<file path="src/rtl/fsmp_pkg.sv">
// Package for the framed serial message parser: shared types, codes and constants.
// Used by every module of the parser; depends on nothing.
package fsmp_pkg;

  // Frame start marker and the count of length bytes that are not payload.
  localparam logic [7:0] FRAME_MARK   = 8'h23;
  localparam logic [7:0] LEN_OVERHEAD = 8'd2;

  // Input item codes.
  localparam logic OP_BYTE = 1'b0;
  localparam logic OP_TICK = 1'b1;

  // Configuration register indexes and reset values.
  localparam int unsigned CFG_IDX_W = 2;
  localparam logic [CFG_IDX_W-1:0] CFG_MIN_LENGTH = 2'd0;
  localparam logic [CFG_IDX_W-1:0] CFG_MAX_LENGTH = 2'd1;
  localparam logic [CFG_IDX_W-1:0] CFG_IDLE_LIMIT = 2'd2;

  localparam logic [7:0] MIN_LENGTH_RST = 8'd2;
  localparam logic [7:0] MAX_LENGTH_RST = 8'd66;
  localparam logic [5:0] IDLE_LIMIT_RST = 6'd50;

  // Parser phases.
  typedef enum logic [2:0] {
    PH_HUNT = 3'd0,
    PH_LEN  = 3'd1,
    PH_SEQ  = 3'd2,
    PH_CMD  = 3'd3,
    PH_BODY = 3'd4,
    PH_SKIP = 3'd5
  } phase_t;

  // Configuration register set.
  typedef struct packed {
    logic [7:0] min_length;
    logic [7:0] max_length;
    logic [5:0] idle_limit;
  } cfg_t;

  // One input beat.
  typedef struct packed {
    logic       op;
    logic [7:0] rx_byte;
  } in_item_t;

  // One result beat.
  typedef struct packed {
    logic       payload_valid;
    logic [7:0] payload_byte;
    logic [7:0] payload_index;
    logic       frame_done;
    logic       frame_ok;
    logic [7:0] frame_seq;
    logic [7:0] frame_cmd;
    logic [7:0] frame_length;
  } out_item_t;

  // Handshake between the input register and the result register.
  typedef struct packed {
    logic valid;
    logic fire;
  } stage_ctl_t;

endpackage

</file>
<file path="src/rtl/fsmp_ifs.sv">
// Valid/ready channel interfaces for the parser's input and result beats.
// Field widths follow the constants and types of fsmp_pkg.
interface fsmp_in_if;
  logic       valid;
  logic       ready;
  logic       op;
  logic [7:0] rx_byte;

  modport source (output valid, output op, output rx_byte, input ready);
  modport sink (input valid, input op, input rx_byte, output ready);
endinterface

interface fsmp_out_if;
  logic       valid;
  logic       ready;
  logic       payload_valid;
  logic [7:0] payload_byte;
  logic [7:0] payload_index;
  logic       frame_done;
  logic       frame_ok;
  logic [7:0] frame_seq;
  logic [7:0] frame_cmd;
  logic [7:0] frame_length;

  modport source (
    output valid, output payload_valid, output payload_byte, output payload_index,
    output frame_done, output frame_ok, output frame_seq, output frame_cmd,
    output frame_length, input ready
  );
  modport sink (
    input valid, input payload_valid, input payload_byte, input payload_index,
    input frame_done, input frame_ok, input frame_seq, input frame_cmd,
    input frame_length, output ready
  );
endinterface

</file>
<file path="src/rtl/fsmp_cfg_regs.sv">
// Configuration registers of the parser, written through a plain write port.
// Depends on fsmp_pkg for register indexes and reset values.
module fsmp_cfg_regs (
  input  logic                          clk,
  input  logic                          rst_n,
  input  logic                          cfg_we,
  input  logic [fsmp_pkg::CFG_IDX_W-1:0] cfg_index,
  input  logic [7:0]                    cfg_wdata,
  output fsmp_pkg::cfg_t                cfg
);

  fsmp_pkg::cfg_t cfg_r;
  fsmp_pkg::cfg_t cfg_nxt;

  // Register decode; indexes beyond the list are dropped.
  always_comb begin
    cfg_nxt = cfg_r;
    if (cfg_we) begin
      unique case (cfg_index)
        fsmp_pkg::CFG_MIN_LENGTH: cfg_nxt.min_length = cfg_wdata;
        fsmp_pkg::CFG_MAX_LENGTH: cfg_nxt.max_length = cfg_wdata;
        fsmp_pkg::CFG_IDLE_LIMIT: cfg_nxt.idle_limit = cfg_wdata[5:0];
        default:                  cfg_nxt = cfg_r;
      endcase
    end
  end

  always_ff @(posedge clk) begin
    if (!rst_n) begin
      cfg_r.min_length <= fsmp_pkg::MIN_LENGTH_RST;
      cfg_r.max_length <= fsmp_pkg::MAX_LENGTH_RST;
      cfg_r.idle_limit <= fsmp_pkg::IDLE_LIMIT_RST;
    end else begin
      cfg_r <= cfg_nxt;
    end
  end

  assign cfg = cfg_r;

endmodule

</file>
<file path="src/rtl/fsmp_in_stage.sv">
// Input register of the parser: captures one beat from the input channel.
// Depends on fsmp_pkg and the fsmp_in_if interface.
module fsmp_in_stage (
  input  logic                 clk,
  input  logic                 rst_n,
  fsmp_in_if.sink              in_ch,
  input  logic                 advance,
  output logic                 s1_valid,
  output fsmp_pkg::in_item_t   s1_item
);

  logic               valid_r;
  logic               valid_nxt;
  fsmp_pkg::in_item_t item_r;
  logic               accept;

  // A new beat enters when the register is empty or drains this cycle.
  assign in_ch.ready = !valid_r || advance;
  assign accept      = in_ch.valid && in_ch.ready;

  always_comb begin
    valid_nxt = valid_r;
    if (accept) begin
      valid_nxt = 1'b1;
    end else if (advance) begin
      valid_nxt = 1'b0;
    end
  end

  always_ff @(posedge clk) begin
    if (!rst_n) begin
      valid_r <= 1'b0;
    end else begin
      valid_r <= valid_nxt;
    end
  end

  // Payload needs no reset.
  always_ff @(posedge clk) begin
    if (accept) begin
      item_r.op      <= in_ch.op;
      item_r.rx_byte <= in_ch.rx_byte;
    end
  end

  assign s1_valid = valid_r;
  assign s1_item  = item_r;

endmodule

</file>
<file path="src/rtl/fsmp_core.sv">
// Frame parser state machine and per-beat result logic.
// Depends on fsmp_pkg; state advances once per beat handed to the result register.
module fsmp_core (
  input  logic                 clk,
  input  logic                 rst_n,
  input  fsmp_pkg::stage_ctl_t ctl,
  input  fsmp_pkg::in_item_t   item,
  input  fsmp_pkg::cfg_t       cfg,
  output fsmp_pkg::out_item_t  res
);

  fsmp_pkg::phase_t phase_r, phase_nxt;
  logic [7:0] sum_r, sum_nxt;
  logic [7:0] count_r, count_nxt;
  logic [7:0] exp_len_r, exp_len_nxt;
  logic [7:0] seq_r, seq_nxt;
  logic [7:0] cmd_r, cmd_nxt;
  logic [5:0] idle_r, idle_nxt;
  logic [7:0] ch;

  assign ch = item.rx_byte;

  // Next-state logic.
  always_comb begin
    phase_nxt   = phase_r;
    sum_nxt     = sum_r;
    count_nxt   = count_r;
    exp_len_nxt = exp_len_r;
    seq_nxt     = seq_r;
    cmd_nxt     = cmd_r;
    idle_nxt    = idle_r;
    if (item.op == fsmp_pkg::OP_TICK) begin
      // Saturating idle count; reaching the limit forces hunting.
      if (idle_r < cfg.idle_limit) begin
        idle_nxt = idle_r + 6'd1;
      end
      if (idle_nxt >= cfg.idle_limit) begin
        phase_nxt = fsmp_pkg::PH_HUNT;
      end
    end else begin
      idle_nxt = '0;
      unique case (phase_r)
        fsmp_pkg::PH_HUNT: begin
          if (ch == fsmp_pkg::FRAME_MARK) begin
            phase_nxt = fsmp_pkg::PH_LEN;
            sum_nxt   = '0;
            count_nxt = '0;
          end
        end
        fsmp_pkg::PH_LEN: begin
          if (ch < cfg.min_length) begin
            phase_nxt = fsmp_pkg::PH_HUNT;
          end else if (ch <= cfg.max_length) begin
            exp_len_nxt = ch - fsmp_pkg::LEN_OVERHEAD;
            sum_nxt     = sum_r + ch;
            phase_nxt   = fsmp_pkg::PH_SEQ;
          end else begin
            exp_len_nxt = ch;
            phase_nxt   = fsmp_pkg::PH_SKIP;
          end
        end
        fsmp_pkg::PH_SEQ: begin
          seq_nxt   = ch;
          sum_nxt   = sum_r + ch;
          phase_nxt = fsmp_pkg::PH_CMD;
        end
        fsmp_pkg::PH_CMD: begin
          cmd_nxt   = ch;
          sum_nxt   = sum_r + ch;
          phase_nxt = fsmp_pkg::PH_BODY;
        end
        fsmp_pkg::PH_BODY: begin
          if (count_r < exp_len_r) begin
            count_nxt = count_r + 8'd1;
            sum_nxt   = sum_r + ch;
          end else begin
            phase_nxt = fsmp_pkg::PH_HUNT;
          end
        end
        fsmp_pkg::PH_SKIP: begin
          // An oversized frame is dropped after L+1 further bytes.
          if (count_r == exp_len_r) begin
            phase_nxt = fsmp_pkg::PH_HUNT;
          end
          count_nxt = count_r + 8'd1;
        end
        default: phase_nxt = fsmp_pkg::PH_HUNT;
      endcase
    end
  end

  // Result logic: a payload beat or a frame report, otherwise all zero.
  always_comb begin
    res = '0;
    if (item.op == fsmp_pkg::OP_BYTE && phase_r == fsmp_pkg::PH_BODY) begin
      if (count_r < exp_len_r) begin
        res.payload_valid = 1'b1;
        res.payload_byte  = ch;
        res.payload_index = count_r;
      end else begin
        res.frame_done   = 1'b1;
        res.frame_ok     = (sum_r == ch);
        res.frame_seq    = seq_r;
        res.frame_cmd    = cmd_r;
        res.frame_length = exp_len_r + fsmp_pkg::LEN_OVERHEAD;
      end
    end
  end

  always_ff @(posedge clk) begin
    if (!rst_n) begin
      phase_r   <= fsmp_pkg::PH_HUNT;
      sum_r     <= '0;
      count_r   <= '0;
      exp_len_r <= '0;
      seq_r     <= '0;
      cmd_r     <= '0;
      idle_r    <= '0;
    end else if (ctl.valid && ctl.fire) begin
      phase_r   <= phase_nxt;
      sum_r     <= sum_nxt;
      count_r   <= count_nxt;
      exp_len_r <= exp_len_nxt;
      seq_r     <= seq_nxt;
      cmd_r     <= cmd_nxt;
      idle_r    <= idle_nxt;
    end
  end

endmodule

</file>
<file path="src/rtl/fsmp_out_stage.sv">
// Result register of the parser, driving the result channel.
// Depends on fsmp_pkg and the fsmp_out_if interface.
module fsmp_out_stage (
  input  logic                 clk,
  input  logic                 rst_n,
  input  logic                 s1_valid,
  input  fsmp_pkg::out_item_t  res,
  output logic                 advance,
  fsmp_out_if.source           out_ch
);

  logic                valid_r;
  logic                valid_nxt;
  fsmp_pkg::out_item_t res_r;

  // The register takes a new result when empty or when its beat is taken.
  assign advance = !valid_r || out_ch.ready;

  always_comb begin
    valid_nxt = valid_r;
    if (advance) begin
      valid_nxt = s1_valid;
    end
  end

  always_ff @(posedge clk) begin
    if (!rst_n) begin
      valid_r <= 1'b0;
    end else begin
      valid_r <= valid_nxt;
    end
  end

  always_ff @(posedge clk) begin
    if (advance && s1_valid) begin
      res_r <= res;
    end
  end

  assign out_ch.valid         = valid_r;
  assign out_ch.payload_valid = res_r.payload_valid;
  assign out_ch.payload_byte  = res_r.payload_byte;
  assign out_ch.payload_index = res_r.payload_index;
  assign out_ch.frame_done    = res_r.frame_done;
  assign out_ch.frame_ok      = res_r.frame_ok;
  assign out_ch.frame_seq     = res_r.frame_seq;
  assign out_ch.frame_cmd     = res_r.frame_cmd;
  assign out_ch.frame_length  = res_r.frame_length;

endmodule

</file>
<file path="src/rtl/framed_serial_message_parser.sv">
// Framed serial message parser: one result beat for every input beat.
// An accepted beat passes through the input register, then the result register, to the result channel.
// Throughput: one beat per cycle while the result channel takes its beats.
// Reset: synchronous, active low; clears phase, counters and sums, and loads the
// configuration defaults (min 2, max 66, idle limit 50). No clearing pass is needed.
module framed_serial_message_parser (
  input  logic                          clk,
  input  logic                          rst_n,
  fsmp_in_if.sink                       in_ch,
  fsmp_out_if.source                    out_ch,
  input  logic                          cfg_we,
  input  logic [fsmp_pkg::CFG_IDX_W-1:0] cfg_index,
  input  logic [7:0]                    cfg_wdata
);

  fsmp_pkg::cfg_t       cfg;
  fsmp_pkg::in_item_t   s1_item;
  fsmp_pkg::out_item_t  res;
  fsmp_pkg::stage_ctl_t ctl;
  logic                 s1_valid;
  logic                 advance;

  fsmp_cfg_regs u_cfg (
    .clk       (clk),
    .rst_n     (rst_n),
    .cfg_we    (cfg_we),
    .cfg_index (cfg_index),
    .cfg_wdata (cfg_wdata),
    .cfg       (cfg)
  );

  fsmp_in_stage u_in (
    .clk      (clk),
    .rst_n    (rst_n),
    .in_ch    (in_ch),
    .advance  (advance),
    .s1_valid (s1_valid),
    .s1_item  (s1_item)
  );

  assign ctl.valid = s1_valid;
  assign ctl.fire  = advance;

  fsmp_core u_core (
    .clk   (clk),
    .rst_n (rst_n),
    .ctl   (ctl),
    .item  (s1_item),
    .cfg   (cfg),
    .res   (res)
  );

  fsmp_out_stage u_out (
    .clk      (clk),
    .rst_n    (rst_n),
    .s1_valid (s1_valid),
    .res      (res),
    .advance  (advance),
    .out_ch   (out_ch)
  );

  // A result beat is either a payload byte or a frame report, never both.
  a_one_kind: assert property (@(posedge clk) disable iff (!rst_n)
    out_ch.valid |-> !(out_ch.payload_valid && out_ch.frame_done))
    else $error("payload and frame report in one beat");

  // A good-checksum flag only comes with a frame report.
  a_ok_done: assert property (@(posedge clk) disable iff (!rst_n)
    (out_ch.valid && out_ch.frame_ok) |-> out_ch.frame_done)
    else $error("frame_ok without frame_done");

  // A beat in the input register that moves on always lands in the result register.
  a_transfer: assert property (@(posedge clk) disable iff (!rst_n)
    (s1_valid && advance) |=> out_ch.valid)
    else $error("result lost between stages");

  // Reset empties the result register.
  a_reset: assert property (@(posedge clk)
    !rst_n |=> !out_ch.valid)
    else $error("result valid after reset");

endmodule

</file>
<file path="src/flat_wrapper.sv">
// flat-port wrapper written by rule: the top's interface ports become plain ports
module framed_serial_message_parser_flat 
  (clk, rst_n, cfg_we, cfg_index, cfg_wdata, in_ch_valid, in_ch_op, in_ch_rx_byte, in_ch_ready, out_ch_valid, out_ch_payload_valid, out_ch_payload_byte, out_ch_payload_index, out_ch_frame_done, out_ch_frame_ok, out_ch_frame_seq, out_ch_frame_cmd, out_ch_frame_length, out_ch_ready);
  fsmp_in_if in_ch_i ();
  fsmp_out_if out_ch_i ();
  input  logic clk;
  input  logic rst_n;
  input  logic cfg_we;
  input  logic [fsmp_pkg::CFG_IDX_W-1:0] cfg_index;
  input  logic [7:0] cfg_wdata;
  input wire logic [$bits(in_ch_i.valid)-1:0] in_ch_valid;
  input wire logic [$bits(in_ch_i.op)-1:0] in_ch_op;
  input wire logic [$bits(in_ch_i.rx_byte)-1:0] in_ch_rx_byte;
  output wire logic [$bits(in_ch_i.ready)-1:0] in_ch_ready;
  output wire logic [$bits(out_ch_i.valid)-1:0] out_ch_valid;
  output wire logic [$bits(out_ch_i.payload_valid)-1:0] out_ch_payload_valid;
  output wire logic [$bits(out_ch_i.payload_byte)-1:0] out_ch_payload_byte;
  output wire logic [$bits(out_ch_i.payload_index)-1:0] out_ch_payload_index;
  output wire logic [$bits(out_ch_i.frame_done)-1:0] out_ch_frame_done;
  output wire logic [$bits(out_ch_i.frame_ok)-1:0] out_ch_frame_ok;
  output wire logic [$bits(out_ch_i.frame_seq)-1:0] out_ch_frame_seq;
  output wire logic [$bits(out_ch_i.frame_cmd)-1:0] out_ch_frame_cmd;
  output wire logic [$bits(out_ch_i.frame_length)-1:0] out_ch_frame_length;
  input wire logic [$bits(out_ch_i.ready)-1:0] out_ch_ready;
  assign in_ch_i.valid = in_ch_valid;
  assign in_ch_i.op = in_ch_op;
  assign in_ch_i.rx_byte = in_ch_rx_byte;
  assign in_ch_ready = in_ch_i.ready;
  assign out_ch_valid = out_ch_i.valid;
  assign out_ch_payload_valid = out_ch_i.payload_valid;
  assign out_ch_payload_byte = out_ch_i.payload_byte;
  assign out_ch_payload_index = out_ch_i.payload_index;
  assign out_ch_frame_done = out_ch_i.frame_done;
  assign out_ch_frame_ok = out_ch_i.frame_ok;
  assign out_ch_frame_seq = out_ch_i.frame_seq;
  assign out_ch_frame_cmd = out_ch_i.frame_cmd;
  assign out_ch_frame_length = out_ch_i.frame_length;
  assign out_ch_i.ready = out_ch_ready;
  framed_serial_message_parser u_core (.clk(clk), .rst_n(rst_n), .in_ch(in_ch_i), .out_ch(out_ch_i), .cfg_we(cfg_we), .cfg_index(cfg_index), .cfg_wdata(cfg_wdata));
endmodule
</file>
<file path="config.mk">
export PLATFORM = sky130hd
export DESIGN_NAME = framed_serial_message_parser_flat
export DESIGN_NICKNAME = d
export VERILOG_FILES = /design/src/rtl/fsmp_pkg.sv /design/src/rtl/fsmp_ifs.sv /design/src/rtl/fsmp_cfg_regs.sv /design/src/rtl/fsmp_in_stage.sv /design/src/rtl/fsmp_core.sv /design/src/rtl/fsmp_out_stage.sv /design/src/rtl/framed_serial_message_parser.sv /design/src/flat_wrapper.sv
export SDC_FILE = /design/constraint.sdc
export NUM_CORES = 1
export LEC_CHECK = 0
export BUFFER_PORTS_ARGS = -buffer_cell sky130_fd_sc_hd__buf_2
export CORE_UTILIZATION = 50
export CTS_BUF_LIST = sky130_fd_sc_hd__clkbuf_4 sky130_fd_sc_hd__clkbuf_8
export DETAILED_ROUTE_END_ITERATION = 12
export PLACE_DENSITY = 0.7
export SLEW_MARGIN = 0
export SYNTH_ARGS = -nofsm -noshare
export SYNTH_HDL_FRONTEND = slang
export SYNTH_SLANG_ARGS = --single-unit
</file>
<file path="constraint.sdc">
create_clock -name clk -period 9.5 [get_ports clk]
set_clock_uncertainty 0.2 [all_clocks]
set_input_delay 1.425 -clock clk [delete_from_list [all_inputs] [get_ports clk]]
set_output_delay 1.425 -clock clk [all_outputs]
set_load 0.02 [all_outputs]
</file>
# Word level (Yosys, flattened, before mapping)
# Index checks and enable logic that the tools add are counted.
# classes
reduce_logical	24
n_bitwise	3
magnitude_cmp	5
mux	23
n_eq_ne	18
add_sub_neg	5
# op_table
op	n
8-bit 2-to-1 mux	6
8-bit one-hot mux with 4 select lines	1
26-bit 2-to-1 mux	1
8-bit one-hot mux with 3 select lines	1
3-bit 2-to-1 mux	7
6-bit 2-to-1 mux	3
3-bit one-hot mux with 6 select lines	1
17-bit 2-to-1 mux	1
8-bit equality test	2
8-bit < comparator	2
2-bit inequality test, second input constant	5
5-bit AND reduction	2
3-bit by 2-bit inequality test with 1-bit output, second input constant	3
8-bit by 1-bit adder with 8-bit output, second input constant	1
8-bit by 2-bit adder with 8-bit output, second input constant	1
8-bit adder	1
8-bit by 6-bit equality test with 1-bit output, second input constant	1
8-bit <= comparator	1
2-bit AND reduction	4
8-bit by 2-bit subtractor with 8-bit output, second input constant	1
7-bit AND reduction	1
6-bit by 1-bit adder with 6-bit output, second input constant	1
3-bit by 2-bit equality test with 1-bit output, second input constant	2
3-bit equality test, second input constant	2
other kinds (18)	27
# word_totals
output_inout_bits	45
reg_bits	125
in_bits	24
wordCells	100

# Logic depth before layout (Yosys ltp)
# Gate-level depths: netlist of run 1.
# depth
depth_word	6
ltp_mapped	15
depth_no_buf	14

# By module
# From an unflattened synthesis of run 1, not the netlist that was laid out.
# unflattened
cells_unflattened	634
area_unflattened_um2	6403.6
# modules_own_cells
mod	cells_each	area_per_inst_um2	n_inst	seq_area_each_um2
fsmp_core	486	3856.2	1	980.9
fsmp_out_stage	48	1348.8	1	1311.3
fsmp_cfg_regs	86	870.8	1	440.4
fsmp_in_stage	14	327.8	1	290.3

# Least setup slack after synthesis of run 1
# No wires, ideal clock.
# synth_path
path_type	in2reg
startpoint	input out_ch_ready
endpoint	register u_core.u_core.idle_r[2]
path_buffers	0
cell_stages	6
arrival_time_ps	3330
t_required_ps	9229
slack_ps	5899
setup_time_ps	71
cell_sequence	nor2b_2 -> nand2b_1 -> inv_1 -> nand2_1 -> or3_1 -> a21oi_1
# synth_between
elab_chain_len	2
# synth_lines
item	line_no	rtl
start: declaration	flat_wrapper.sv:24	input wire logic [$bits(out_ch_i.ready)-1:0] out_ch_ready;
1-bit logical OR	fsmp_out_stage.sv:17	assign advance = !valid_r || out_ch.ready;
1-bit logical AND	fsmp_core.sv:119	end else if (ctl.valid && ctl.fire) begin
end signal: assignment	fsmp_core.sv:126	idle_r <= idle_nxt;
end: declaration	fsmp_core.sv:18	logic [5:0] idle_r, idle_nxt;
# Every way passes these cells.
# A chain may end at the register's enable or synchronous reset.

# Final worst setup path of run 1
# layout_path
startpoint	input out_ch_ready
endpoint	output in_ch_ready
# layout_between
elab_chain_len	2
# layout_lines
item	line_no	rtl
1-bit logical OR	fsmp_out_stage.sv:17	
1-bit logical OR	fsmp_in_stage.sv:18	assign in_ch.ready = !valid_r || advance;
end: declaration	flat_wrapper.sv:14	output wire logic [$bits(in_ch_i.ready)-1:0] in_ch_ready;
# Every way passes these cells.

==> metrics, run 1 <==
status=complete, no violations; metal3 WL=a little under 600 um; Worst R2R Start=u_core.u_cfg.cfg[1]; met2 routed WL=roughly 5.9 mm; count leader, synth=nor2_1; data arrival time of the worst path=about 2.0 ns; Residual DRC=0; Initial Utilization=51.5%; die height=between 100 and 150 um; TritonCTS Buffers=17; WL/cell=around 15 um; Rows=40; setup TNS after final layout=0 ns; Die Wd=~110 um; Critical Path Sink Type=primary output; grt total ovfl=0; number of synthesized flops with an enable pin=52; CTS tree=done; critical path fanouts, max=5; CTS root buf=clkbuf_8; sequential area share after synthesis=about 48%; CP max-delay cell=nor2b_2; Setup crit start kind=primary input; Synth top area share=25.0%; WL final=12.7 mm; ANT nets after route=0; initial antenna violation count=0; Post-DP HPWL=~8.9 mm; Synth Cell Area=0.00624 mm^2; cts hold-fix bufs=0; reg-to-reg slack, setup=between 6 and 7 ns; ys async rst share=0%; period utilisation layout=38.3%; Worst Reg-to-Reg Cells=13; Filler Cells Inserted=around 1.1k; # Post-CTS Setup Buffers=0; clock slew at the register clock pins of the worst setup and hold paths=0.06 ns; CP Class=in2out; port buffer count=68; Placed Cells=between 800 and 900; Leak=2.83 nW; peak supply drop=approximately 91 uV; Initial DRC Count=~330; Core Area=0.0121 mm^2; FMAX=~270 MHz; # resized after CTS=0; Critical Path RT=roughly 8 ns; via/cell ratio=between 5 and 6; synthesis-to-layout area growth=13.8%; crit-path max cell delay=between 0.2 and 0.25 ns; cells along the critical path=buf_2, nor2b_2, nand2_1, buf_2; most frequent cells after synthesis=79 x nor2_1, 73 x dfxtp_1, 52 x edfxtp_1; Crit path top cell by count=buf_2; largest net degree at the start of global routing=between 50 and 60; IO Count=about 70; Pwr per Cell Area=about 160 mW/mm^2; Slew Viols, Final=0; vias in the first global route=roughly 4.3k; Crit. Startpoint=out_ch_ready; first-pass GRT wire length=between 20 and 25 mm; dominant synthesized flop cell=dfxtp_1; RSZ-0062 raised after global routing=false; count of final setup violators=0; Clock Path Buffers=2; worst r2r dst=u_core.u_core.phase_r[0]; Antenna Cells=0; max_cap viols=0; TritonRoute pass-1 iters=5; die area=about 0.013 mm^2; Critical Path End=in_ch_ready; syn_area_per_cell=approximately 10 um^2; Cells after Synth=approximately 630; layout net count=around 760; Slew @ Worst Pin=between 1 and 1.5 ns; Metal-1 WL=5.99 mm; Cell Count, Final, Fillers Out=approximately 870; Yosys warning count=0; final-report hold violation count=0; minimum clock period=approximately 3.6 ns; slew margin rel.=23.0%; Max Used Layer=met4; CTS Sinks=about 130; Global Route Usage Sum=between 20% and 30%; Yosys cell types=59; routed vias=4657; post-synth top area cell=edfxtp_1; syn_nets=just under 700; total power=1.14 mW; #FFs+latches synth=125; top cells by area, synth=edfxtp_1 25%, dfxtp_1 23%, ha_1 9.0%, nor2_1 4.8%, mux2i_1 4.7%; worst-skew pair later-pin latency=0.44 ns; share of layout cells above drive strength 1=approximately 16%; GP Congestion=about 0.83; Hold WC Path Type=reg2reg; H-tree depth=4
-- through the flow --
step                setup slack (ns)  util [%]  instance area [um^2]  hold slack [ns]
floorplan                       5.90         -                  6240            0.236
global placement                5.87      55.2                  6690            0.243
detailed placement              5.86      55.2                  6690            0.251
CTS                             5.85      58.7                  7100            0.261
global route                    5.78      58.7                  7100            0.270
finish                          5.86      58.7                  7100            0.260
-- worst max-delay path, delay by kind of cell --
kind / cells / cell delay [ns]
and+or+nand+nor: 2 / 0.33
buffers and inverters: 2 / 0.26
-- kinds of logic after synthesis --
kind of cell	after synthesis	share of synthesized area, %
flip-flops	125	48.4
buffers and inverters	64	4.51
AND/OR/NAND/NOR	245	20.2
XOR/XNOR	28	3.93
multiplexers	30	4.83
adder cells (fa/ha/maj)	46	9.34
AO/OA/AOI/OAI	88	8.80
-- area by class of cell --
cell class              instances  area [um^2]  area share, %
flip-flops and latches        125         3020           42.6
multi-input cells             437         2940           41.4
repair buffers                 72          370           5.21
clock buffers                  24          299           4.21
well taps                     168          210           2.96
inverters                      39          146           2.06
clock inverters                 8          118           1.66
-- flip-flops by register name, summed over array words and instances, names as in the netlist --
register	count
u_core.u_out.out_ch.payload_index	8
u_core.u_core.exp_len_r	8
u_core.u_out.out_ch.frame_cmd	8
u_core.u_out.out_ch.frame_length	8
u_core.u_core.seq_r	8
u_core.u_out.out_ch.payload_byte	8
u_core.u_out.out_ch.valid	1
u_core.u_core.sum_r	8
u_core.u_out.out_ch.frame_ok	1
u_core.u_out.out_ch.frame_done	1
u_core.u_out.out_ch.frame_seq	8
u_core.u_core.phase_r	3
u_core.u_in.s1_item	9
u_core.u_in.s1_valid	1
u_core.u_out.out_ch.payload_valid	1
u_core.u_core.idle_r	6
u_core.u_core.count_r	8
u_core.u_cfg.cfg	22
u_core.u_core.cmd_r	8
-- routing by layer --
metal,up-vias,track usage [%]
met5,-,0
met3,24,4.84
met1,2184,27.9
met4,0,9.30
li1,2331,-
met2,118,33.5
-- report_power, final --
group | total (mW) | internal [mW] | switching, mW | leakage [nW]
Clock | 0.484 | 0.286 | 0.199 | 0.209
Combinational | 0.0746 | 0.0270 | 0.0475 | 1.53
Sequential | 0.583 | 0.571 | 0.0120 | 1.09
-- placed cells by master (no fill, tap or decap), drive strengths merged, types with 3 or more instances in the layout --
master,netlist,routed
nor2,79,79
dfxtp,73,73
buf,7,72
edfxtp,52,52
ha,45,45
nand2,42,42
inv,39,38
a21oi,37,37
and2,32,32
mux2i,29,29
clkbuf,17,24
xnor2,17,17
o21ai,17,17
nand3,16,16
or3,13,13
nand4,12,12
xor2,11,11
nand2b,10,10
nor4,10,10
o211ai,7,7
nor3,7,7
and3,5,5
a31oi,5,5
a211oi,5,5
a21o,4,4
nand3b,4,4
clkinv,0,4
nor2b,4,4
o31ai,3,3
and4,3,3
bufinv,0,3
nor3b,3,3
-- worst min-delay path by stage --
| stage | endpoint | slack (ns) | from | cells after the start |
|---|---|---|---|---|
| 2_1_floorplan | u_core.u_core.sum_r[2] | 0.24 | u_core.u_core.sum_r[2] | 2 |
| 3_3_place_gp | u_core.u_core.sum_r[0] | 0.24 | u_core.u_core.sum_r[0] | 2 |
| 3_5_place_dp | u_core.u_core.sum_r[2] | 0.25 | u_core.u_core.sum_r[2] | 2 |
| 4_1_cts | u_core.u_core.sum_r[2] | 0.26 | u_core.u_core.sum_r[2] | 2 |
| 5_1_grt | u_core.u_core.sum_r[0] | 0.27 | u_core.u_core.sum_r[0] | 2 |
| 6_report | u_core.u_core.sum_r[0] | 0.26 | u_core.u_core.sum_r[0] | 2 |
(Power assumes the default switching activity.)
==> run 2, diff against run 1 <==
--- a/config.mk
+++ b/config.mk
@@ -5,6 +5,7 @@
 export SDC_FILE = /design/constraint.sdc
 export NUM_CORES = 1
 export LEC_CHECK = 0
+export ABC_AREA = 1
 export BUFFER_PORTS_ARGS = -buffer_cell sky130_fd_sc_hd__buf_2
 export CORE_UTILIZATION = 50
 export CTS_BUF_LIST = sky130_fd_sc_hd__clkbuf_4 sky130_fd_sc_hd__clkbuf_8
==> constraint.sdc (replaced) <==
create_clock -name clk -period 3.6 [get_ports clk]
set_clock_uncertainty 0.2 [all_clocks]
set_input_delay 0.54 -clock clk [delete_from_list [all_inputs] [get_ports clk]]
set_output_delay 0.54 -clock clk [all_outputs]
set_load 0.02 [all_outputs]
==> run 2 against run 1 <==
Via count is 8.8% higher. Combinational power grew to 3.1 times the previous value. Critical path type is now reg2reg. Cell area is 0.56% higher. Sequential power grew to 2.6 times the previous value. Total power grew to 2.5 times the previous value. Non-clock buffer count is 2 lower. Global-route usage is 0.60 points higher. Clock power is 140% higher. Die area is 0.69% higher.
==> metrics, run 2 <==
synthesis-to-layout area growth=13.7%; cell family with most CP delay=simple AND/OR/NAND/NOR gates; busiest grt layer=met2; syn_area_per_cell=8.28 um^2 (-17%); Yosys warning count=0 (unchanged); FMAX=330 MHz; Post-DP HPWL=9.79 mm (+9.7%); sequential area share after synthesis=48.1% (-0.34 points); Hold WC Path Type=in2reg; Crit path top cell by count=nand2_1; Hold WS=0.0770 ns (-0.183 ns); Setup crit start kind=flop; top cells by area, synth=edfxtp_1 25%, dfxtp_1 23%, ha_1 9.0%, nand2_1 8.2%, inv_1 6.4%; Cells after Synth=759 (+21%); data arrival time of the worst path=3.18 ns (+1.16 ns); Global Route Usage Sum=21.8% (+0.60 points); CP max-delay cell=dfxtp_1; commonest non-fill, non-tap cells in the layout=137 x nand2_1, 107 x inv_1, 93 x nor2_1, 73 x dfxtp_1, 72 x a21oi_1; most frequent cells after synthesis=137 x nand2_1, 107 x inv_1, 93 x nor2_1; post-synth top area cell=edfxtp_1; Worst Path Buf+Inv=4 (+2); routed vias=5068 (+8.8%); Die Wd=114 um (+0.34%); met1 Usage GRT=26.8% (-1.1 points); critical path fanouts, max=9 (+4); Slew @ Worst Pin=0.761 ns (-0.385 ns); Antenna Cells=0 (unchanged); cts hold-fix bufs=0 (unchanged); ys async rst share=0% (unchanged); max_cap viols=0 (unchanged); period utilisation layout=84.2%; TritonRoute pass-1 iters=5 (unchanged); initial antenna violation count=0 (unchanged); GP Congestion=0.994 (+20%); crit-path max cell delay=0.31 ns (+0.08 ns); Worst R2R Start=u_core.u_cfg.cfg[5]; Critical Path Sink Type=flop; CTS tree=done; layout net count=900 (+18%); number of synthesized flops with an enable pin=52 (unchanged); Clock Path Buffers=2 (unchanged); Rows=40 (unchanged); slew margin rel.=49.3% (+26 points); Critical Path RT=3.75 ns (-4.13 ns); syn_nets=829 (+19%); dominant synthesized flop cell=dfxtp_1; Residual DRC=0 (unchanged); max reg flops=22 (unchanged); Filler Cells Inserted=1135 (+6.5%); grt total ovfl=0 (unchanged); met3 global-route usage=5.19% (+0.35 points); H-tree depth=4 (unchanged); Synth top area share=24.8% (-0.17 points); # resized after CTS=0 (unchanged); RSZ-0062 raised after global routing=false; Cell Count, Final, Fillers Out=1011 (+16%); via/cell ratio=5.01 (-6.0%); worst-skew pair later-pin latency=0.44 ns (about the same); Initial Utilization=51.9% (+0.36 points); final-report hold violation count=0 (unchanged); CTS Sinks=125 (unchanged); WL final=13.2 mm (+3.9%); ANT nets after route=0 (unchanged); minimum clock period=3.03 ns; count leader, synth=nand2_1; WL/cell=13.0 um (-10%); largest net degree at the start of global routing=49 (-17%); M2 GR Usage=36.7% (+3.2 points); status=complete, no violations; hold path cells=1 (-1); Leak=3.14 nW (+11%); worst r2r dst=u_core.u_core.phase_r[2]; peak supply drop=234 uV (+160%); CP Class=reg2reg; Pwr per Cell Area=407 mW/mm^2 (+150%); die height=114 um (+0.34%); Placed Cells=979 (+16%); clock slew at the register clock pins of the worst setup and hold paths=0.06 ns (about the same); share of layout cells above drive strength 1=14.6% (-1.9 points); vias in the first global route=4831 (+13%); Slew Viols, Final=0 (unchanged); die area=0.0130 mm^2 (+0.69%); Yosys cell types=37 (-37%); Synth Cell Area=0.00629 mm^2 (+0.70%); commonest non-fill, non-tap cell in the layout=nand2_1; IO Count=69 (unchanged); Core Area=0.0121 mm^2 (unchanged); port buffer count=68 (unchanged); min-delay src=in_ch_rx_byte[5]; first-pass GRT wire length=22.0 mm (+4.4%); end point of the worst hold path=u_core.u_in.s1_item[5]; #FFs+latches synth=125 (unchanged); cells along the critical path=inv_1, ha_1, nand2_1, nor2_1, o21ai_0, nand2_1, inv_1, or2_2, nand2_1, inv_1, ha_1, nand2_1, inv_1, nand2_1, nor2_1, nor2_1, nand2_1, nand4_1, nor2_1, nand2_1, a21oi_1; TritonCTS Buffers=17 (unchanged); setup TNS after final layout=0 ns (unchanged); Initial DRC Count=290 (-13%); reg-to-reg slack, setup=0.57 ns (-5.55 ns); # Post-CTS Setup Buffers=0 (unchanged); Worst Reg-to-Reg Cells=21 (+8); CTS root buf=clkbuf_8; count of final setup violators=0 (unchanged)
run 2: routing by layer:
metal / routed length [um] / share of wire [%]
met3: 597 / 4.5
met4: 238 / 1.8
met1: 6030 / 46
met2: 6310 / 48
met5: 0 / 0
run 2: through the flow:
stage	instance area, um^2	worst slack (ns)	utilization, %	power (mW)
global route	7140	0.237	59.0	3.04
floorplan	6290	0.926	-	1.72
global placement	6770	0.752	55.9	1.79
CTS	7140	0.565	59.0	2.94
detailed placement	6770	0.588	55.9	1.80
finish	7140	0.570	59.0	2.91
run 2: kinds of logic (layout without fill, tap and decap cells):
group	after synthesis	after routing	share of synthesized area [%]
AOI/OAI and AO/OA	137	137	11.6
xor gates and xnor gates	19	19	2.65
adders and majority gates	46	46	9.28
buffers and inverters	130	214	7.98
DFF	125	125	48.1
and+or+nand+nor	302	302	20.4
run 2: final cells by class:
cell class	instances	area [um^2]	share of cell area (%)
Clock inverter	8	67.6	0.946
Clock buffer	24	305	4.27
Multi-Input combinational cell	504	2760	38.7
Sequential cell	125	3020	42.3
Timing Repair Buffer	70	355	4.97
Inverter	112	422	5.90
Tap cell	168	210	2.94
run 2: worst register-to-register path, cell delays in order, from the launching register on:
cell and delay, ns:
dfxtp_1 0.31, inv_1 0.07, ha_1 0.30, nand2_1 0.07, nor2_1 0.10, o21ai_0 0.09
nand2_1 0.12, inv_1 0.13, or2_2 0.29, nand2_1 0.06, inv_1 0.05, ha_1 0.26
nand2_1 0.06, inv_1 0.07, nand2_1 0.05, nor2_1 0.08, nor2_1 0.05, nand2_1 0.08
nand4_1 0.13, nor2_1 0.17, nand2_1 0.07, a21oi_1 0.14
run 2: worst max path at each step:
stage | from | to | slack (ns) | depth (start not counted)
2_1_floorplan | u_core.u_cfg.cfg[5] | u_core.u_core.phase_r[0] | 0.93 | 20
3_3_place_gp | u_core.u_cfg.cfg[5] | u_core.u_core.phase_r[2] | 0.75 | 20
3_5_place_dp | u_core.u_cfg.cfg[5] | u_core.u_core.phase_r[0] | 0.59 | 21
4_1_cts | u_core.u_cfg.cfg[5] | u_core.u_core.phase_r[0] | 0.57 | 21
5_1_grt | u_core.u_cfg.cfg[5] | u_core.u_core.phase_r[0] | 0.24 | 21
6_report | u_core.u_cfg.cfg[5] | u_core.u_core.phase_r[2] | 0.57 | 21
run 2: power breakdown:
| part | total [mW] | internal [mW] | switching (mW) |
|---|---|---|---|
| clock network | 1.14 | 0.623 | 0.516 |
| logic | 0.234 | 0.0739 | 0.160 |
| registers | 1.53 | 1.51 | 0.0223 |
| total | 2.91 | 2.21 | 0.699 |
==> run 3, diff against run 2 <==
==> constraint.sdc (replaced) <==
create_clock -name clk -period 3.1 [get_ports clk]
set_clock_uncertainty 0.2 [all_clocks]
set_input_delay 0.465 -clock clk [delete_from_list [all_inputs] [get_ports clk]]
set_output_delay 0.465 -clock clk [all_outputs]
set_load 0.02 [all_outputs]
==> run 3 against run 2 <==
Combinational power rose by 21%. Count of clock-buffer cells in the layout down 5. Critical path depth is 2 lower. Global-route usage decreased by 0.30 points. Routed wire length is 0.77% lower. Die area unchanged. Total power grew 17%. Maximum frequency rose by 3.3%. Non-clock buffer count increased by 15. First-iteration DRC count rose by 19%. Largest cell class unchanged. Worst hold slack worse by 0.0074 ns.
==> metrics, run 3 (synthesis gave the netlist of run 2 again) <==
design area=0.00733 mm^2 (+2.6%); grt total ovfl=0 (unchanged); total power=3.40 mW (+17%); Critical Path RT=3.27 ns (-0.48 ns); Initial DRC Count=344 (+19%); worst-skew pair later-pin latency=0.45 ns (about the same); die area=0.0130 mm^2 (unchanged); worst r2r dst=u_core.u_core.phase_r[0]; TritonRoute pass-1 iters=4 (-1); cells along the critical path=ha_4, nand2_2, o21a_1, nand2_1, inv_2, or2_2, nand2_1, inv_1, ha_1, nand2_1, inv_1, nand2_1, nor2_1, nor2_1, nand2_1, nand4_1, nor2_1, nand2_1, a21oi_2; commonest non-fill, non-tap cells in the layout=136 x nand2_1, 103 x inv_1, 92 x nor2_1, 71 x a21oi_1, 69 x dfxtp_1; max reg flops=22 (unchanged); period utilisation layout=94.6% (+10 points); pre-CTS WS=0.0910 ns (-0.497 ns); first-pass GRT wire length=21.7 mm (-1.2%); TritonCTS Buffers=17 (unchanged); Placed Cells=981 (+0.20%); Critical Path Sink Type=flop; CP Class=reg2reg; IO Count=69 (unchanged); max_cap viols=0 (unchanged); count of final setup violators=0 (unchanged); Leak=3.19 nW (+1.5%); Pwr per Cell Area=464 mW/mm^2 (+14%); CTS root buf=clkbuf_8; ANT nets after route=0 (unchanged); Crit path top cell by count=nand2_1; peak supply drop=226 uV (-3.6%); routed vias=5141 (+1.4%); Post-DP HPWL=9.72 mm (-0.76%); end point of the worst hold path=u_core.u_cfg.cfg[12]; FMAX=341 MHz (+3.3%); clock slew at the register clock pins of the worst setup and hold paths=0.07 ns (about the same); vias in the first global route=4838 (+0.14%); Setup crit start kind=flop; Rows=40 (unchanged); CTS Sinks=125 (unchanged); port buffer count=68 (unchanged); Global Route Usage Sum=21.5% (-0.30 points); synthesis-to-layout area growth=16.6%; hold path cells=3 (+2); final core occ=60.5% (+1.5 points); min-delay src=cfg_wdata[6]; final-report hold violation count=0 (unchanged); largest net degree at the start of global routing=41 (-16%); crit-path max cell delay=0.36 ns (+0.05 ns); Cell Count, Final, Fillers Out=1026 (+1.5%); Hold WS=0.0696 ns (-0.00745 ns); via/cell ratio=5.01 (about the same); Die Wd=114 um (unchanged); commonest non-fill, non-tap cell in the layout=nand2_1; status=complete, no violations; H-tree depth=4 (unchanged); Core Area=0.0121 mm^2 (unchanged); fin worst setup slack=0.168 ns (-0.402 ns); Slew @ Worst Pin=0.684 ns (-0.0773 ns); Worst Reg-to-Reg Cells=19 (-9.5%); share of layout cells above drive strength 1=16.3% (+1.7 points); Worst R2R Start=u_core.u_core.idle_r[5]; reg-to-reg slack, setup=0.17 ns (-0.40 ns); slew margin rel.=54.4% (+5.1 points); WL final=13.1 mm (-0.77%); data arrival time of the worst path=3.10 ns (-0.08 ns); dpl cell area=0.00679 mm^2 (+0.22%); CP max-delay cell=dfxtp_1; Slew Viols, Final=0 (unchanged); minimum clock period=2.93 ns (-0.0978 ns); Clock Path Buffers=2 (unchanged); Initial Utilization=51.9% (unchanged); layout net count=915 (+1.7%); die height=114 um (unchanged); Hold WC Path Type=in2reg; setup TNS after final layout=0 ns (unchanged); initial antenna violation count=0 (unchanged); critical path fanouts, max=6 (-3); GP Congestion=0.991 (-0.31%); WL/cell=12.7 um (-2.2%); Antenna Cells=0 (unchanged); Residual DRC=0 (unchanged); CTS tree=done
==> run 3: final cells by class <==
class,instances,area [um^2]
Clock inverter,13,124
Sequential cell,125,3030
Tap cell,168,210
Inverter,112,422
Clock buffer,19,249
Fill cell,1075,4780
Multi-Input combinational cell,504,2810
Timing Repair Buffer,85,490
==> run 3: per-layer routing <==
layer	wire, um	up-vias	share of wire (%)	GRT usage [%]
met5	0	-	0	0
met4	352	0	2.7	10.6
met3	546	25	4.2	5.45
met2	6180	110	47	35.3
met1	6000	2340	46	26.4
li1	-	2666	-	-
==> run 3: worst max path at each step <==
stage	startpoint	end
finish	u_core.u_core.idle_r[5]	u_core.u_core.phase_r[0]
global route	u_core.u_core.idle_r[5]	u_core.u_core.phase_r[0]
CTS	u_core.u_cfg.cfg[5]	u_core.u_core.phase_r[0]
detailed placement	u_core.u_cfg.cfg[5]	u_core.u_core.phase_r[0]
global placement	u_core.u_cfg.cfg[5]	u_core.u_core.phase_r[2]
floorplan	u_core.u_cfg.cfg[5]	u_core.u_core.phase_r[0]
==> run 3: worst max-delay path, delay by kind of cell, from the launching register on <==
family	cells	cell delay, ns
adders and majority gates	2	0.56
buffers and inverters	3	0.20
and+or+nand+nor	12	1.24
AOI/OAI and AO/OA	2	0.30
DFF	1	0.36
==> run 3: report_power, final <==
| part | switching (mW) | total (mW) | internal (mW) | leakage [nW] |
|---|---|---|---|---|
| logic | 0.186 | 0.282 | 0.0962 | 1.90 |
| registers | 0.0252 | 1.78 | 1.76 | 1.10 |
| clock network | 0.622 | 1.34 | 0.719 | 0.189 |
==> run 3: repair_timing <==
item / CTS / global route
gates resized for setup: 0 / 15
endpoints found under the setup margin: 0 / 3
endpoints found under the hold margin: 9 / 0
hold buffers: 9 / 0
buffers inserted: 0 / 4
